--- src/assert_macros.svh ---
// Assertion macros shared by the RTL.
`ifndef ASSERT_MACROS_SVH
`define ASSERT_MACROS_SVH
`ifndef SYNTHESIS
`define NAT_ASSERT_NEVER(lbl, clk, rst_n, cond) \
    lbl: assert property (@(posedge clk) disable iff (!rst_n) !(cond)) \
        else $error("assertion failed: never");
`define NAT_ASSERT_IMPL(lbl, clk, rst_n, ante, cons) \
    lbl: assert property (@(posedge clk) disable iff (!rst_n) (ante) |-> (cons)) \
        else $error("assertion failed: implication");
`else
`define NAT_ASSERT_NEVER(lbl, clk, rst_n, cond)
`define NAT_ASSERT_IMPL(lbl, clk, rst_n, ante, cons)
`endif
`endif

--- src/nat_ram.sv ---
// Generic single-port-write, single-port-read RAM with registered read.
module nat_ram #(
    parameter int WIDTH = 8,
    parameter int DEPTH = 16
) (
    input  logic                     i_clk,
    input  logic                     i_we,
    input  logic [$clog2(DEPTH)-1:0] i_waddr,
    input  logic [WIDTH-1:0]         i_wdata,
    input  logic                     i_re,
    input  logic [$clog2(DEPTH)-1:0] i_raddr,
    output logic [WIDTH-1:0]         o_rdata
);
    logic [WIDTH-1:0] r_mem [DEPTH];
    logic [WIDTH-1:0] r_rdata;

    always_ff @(posedge i_clk) begin
        if (i_we) begin
            r_mem[i_waddr] <= i_wdata;
        end
        if (i_re) begin
            r_rdata <= r_mem[i_raddr];
        end
    end

    assign o_rdata = r_rdata;
endmodule

--- config.mk ---
export PLATFORM = sky130hd
export DESIGN_NAME = nat_ram
export DESIGN_NICKNAME = d
export VERILOG_FILES = /design/src/assert_macros.svh /design/src/nat_ram.sv
export SDC_FILE = /design/constraint.sdc
export NUM_CORES = 1
export LEC_CHECK = 0
export BUFFER_PORTS_ARGS = -buffer_cell sky130_fd_sc_hd__buf_4
export CELL_PAD_IN_SITES_DETAIL_PLACEMENT = 1
export CELL_PAD_IN_SITES_GLOBAL_PLACEMENT = 1
export CORE_ASPECT_RATIO = 1.4
export CORE_MARGIN = 10
export CORE_UTILIZATION = 55
export CTS_BUF_LIST = sky130_fd_sc_hd__clkbuf_4
export DETAILED_ROUTE_END_ITERATION = 16
export PLACE_DENSITY_LB_ADDON = 0.1
export SYNTH_ARGS = -nofsm -noshare
export SYNTH_HDL_FRONTEND = slang
export SYNTH_SLANG_ARGS = --single-unit
--- constraint.sdc ---
create_clock -name i_clk -period 5.3 [get_ports i_clk]
set_input_delay 1.06 -clock i_clk [delete_from_list [all_inputs] [get_ports i_clk]]
set_output_delay 1.06 -clock i_clk [all_outputs]
set_load 0.05 [all_outputs]
==> out/metrics.yaml <==
status: "finished, final reports clean"
dp_hpwl_um: 6777
arrival_ns: 2.60
cts_resized: 0
pre_cts_slack_ns: 2.290
peakVddDrop_uv: 199.3
drtIter0Drc: 127
fin_crit_sh_pct: 46.43
via_count: 2429
multi_input_area_mm2: 0.001062
worstMarginPinSlew_ns: 1.168
drtAntennaViolNets: 0
critPathMaxFanout: 8
synth_warnings: 0
fmax_ghz: 0.4064
cts_buffer_depth: 2
synth_common_cells: "136 x edfxtp_1, 18 x mux4_2, 16 x a22oi_1"
placed_cell_area_mm2: 0.005494
regToRegSetupSlack_ns: 3.74
worstPathRequired_ns: 5.44
yosysMostFrequentCell: "edfxtp_1"
cts_setup_buffers: 0
gp_congestion: 0.7597
cts_buffers: 17
drive_gt1_share_pct: 28.67
cts.sinks: 136
slew-limit-headroom_pct: 21.56
seq_area_mm2: 0.004084
syn-cell-area_mm2: 0.005228
fin_ws_ns: 2.839
ys_seq_area_share_pct: 78.12
die_y_um: 135.4
yosys.cell_types.count: 18
clkTransAtPathRegs_ns: 0.11
fin_skew_ns: 0.01244
yosys-top-cells-area: "edfxtp_1 78%, mux4_2 7.8%, mux4_1 7.0%"
antenna_found_initial: 1
die_area_mm2: 0.01386
area_growth_syn_to_layout_pct: 11.56
viasPerCell: 6.228
die_w_um: 102.4
slew_violations: 0
htreeDepth: 4
ioPinCount: 27
min_period_ns: 2.461
synthCells: 229
crit_start: "i_waddr[2]"
worstSetupPathType: "in2reg"
fill_cells: 790
critPathCapture: "r_mem[0][2]$_DFFE_PP_"
grt_usage_pct: 16.39
hold_viol: 0
synth_top_area_share_pct: 78.12
grt_max_degree: 33
holdWs_ns: 0.7736
power.density_mw_per_mm2: 363.4
critPathLaunchType: "input pin"
wirelength_um: 10530
grt_pass1_vias: 2638
cts_tree: "done"
drv_cap: 0
async_reset_ff_share_pct: 0
portBuffers: 26
rows: 42
worstSetupEndpointType: "flip-flop"
drc: 0
core_area_mm2: 0.009354
fin_nets: 285
hold_class: "reg2reg"
synth-edff-count: 136
rsz0062_at_grt: "false"
r2r-start: "r_mem[3][4]$_DFFE_PP_"
fin_area_mm2: 0.005832
synth_nets: 248
r2r_cells: 3
leakage_nw: 1.920
synth_seq_cells: 136
rr_endpoint: "o_rdata[4]$_DFFE_PP_"
cts_root_buf: "clkbuf_4"
synth_largest_area_cell: "edfxtp_1"
clkLatencyLatePin_ns: 0.52
tns_ns: 0
grt_overflow_total: 0
syn_avg_cell_area_um2: 22.83
setup_viol_count_final: 0
post_drt_wl_per_cell_um: 27.01
grt_pass1_wl_um: 16030
synth_flop_cell: "edfxtp_1"
initial_core_util_pct: 55.89
drt-pass1-iter-count: 4
cts_hold_buffers: 0
-- cells by family (layout without fill, tap and decap cells) --
family	Yosys count	in the layout	synth area share, %
simple gates	35	35	3.136
flops	136	136	78.12
buf+inv	10	60	1.651
mux	32	32	14.79
compound gates	16	16	2.298
other cells	0	1	0
-- cells in the final DEF, fill, tap and decap left out, drive strengths merged --
cell / n
edfxtp: 136
mux4: 32
buf: 28
clkbuf: 17
a22oi: 16
nor2: 13
nand2: 9
clkinv: 7
bufinv: 5
nor3: 4
clkinvlp: 3
nand3b: 2
nand2b: 2
diode: 1
nor2b: 1
and2: 1
and2b: 1
nand3: 1
or3b: 1
-- worst min-delay path by stage --
stage	startpoint	endpoint	slack (ns)	cells past startpoint
after floorplan	r_mem[7][0]$_DFFE_PP_	o_rdata[0]$_DFFE_PP_	0.70	3
after global placement	r_mem[12][0]$_DFFE_PP_	o_rdata[0]$_DFFE_PP_	0.75	3
after detailed placement	r_mem[10][4]$_DFFE_PP_	o_rdata[4]$_DFFE_PP_	0.76	3
after CTS	r_mem[10][4]$_DFFE_PP_	o_rdata[4]$_DFFE_PP_	0.79	3
after global routing	r_mem[4][5]$_DFFE_PP_	o_rdata[5]$_DFFE_PP_	0.81	3
final	r_mem[7][1]$_DFFE_PP_	o_rdata[1]$_DFFE_PP_	0.77	3
-- where the power goes --
part / internal, mW / switching (mW)
clock network: 0.415 / 0.358
logic: 0.0489 / 0.0812
registers: 1.21 / 0.00663
total: 1.67 / 0.446
-- stage by stage --
stage               utilization [%]  cells  total power [mW]
global placement              58.73    357             1.369
floorplan                         -    229             1.319
global route                  62.35    390             2.191
detailed placement            58.73    357             1.374
CTS                           62.32    389             2.134
finish                        62.35    390             2.120
-- sequential cells by signal, summed over array words and instances, names as in the netlist --
signal	flops
o_rdata	8
r_mem	128
-- layout make-up --
class	instances	share of cell area, %
Clock buffer	17	2.188
Timing Repair Buffer	28	3.604
Sequential cell	136	70.03
Clock inverter	15	3.561
Antenna cell	1	0.04291
Multi-Input combinational cell	83	18.22
Tap cell	110	2.360
-- metal layers --
metal | up-vias | global-route usage (%) | share of wire, %
met2 | 82 | 26.01 | 51
met1 | 1275 | 21.19 | 42
li1 | 1061 | - | -
met3 | 11 | 4.648 | 4.9
met4 | 0 | 5.660 | 1.5
met5 | - | 0 | 0
-- worst max-delay path, stage by stage --
cell and delay [ns]:
buf_4 0.12, or3b_2 0.51, nor3_1 0.91
Note: power is estimated with default switching activity, not from simulation.
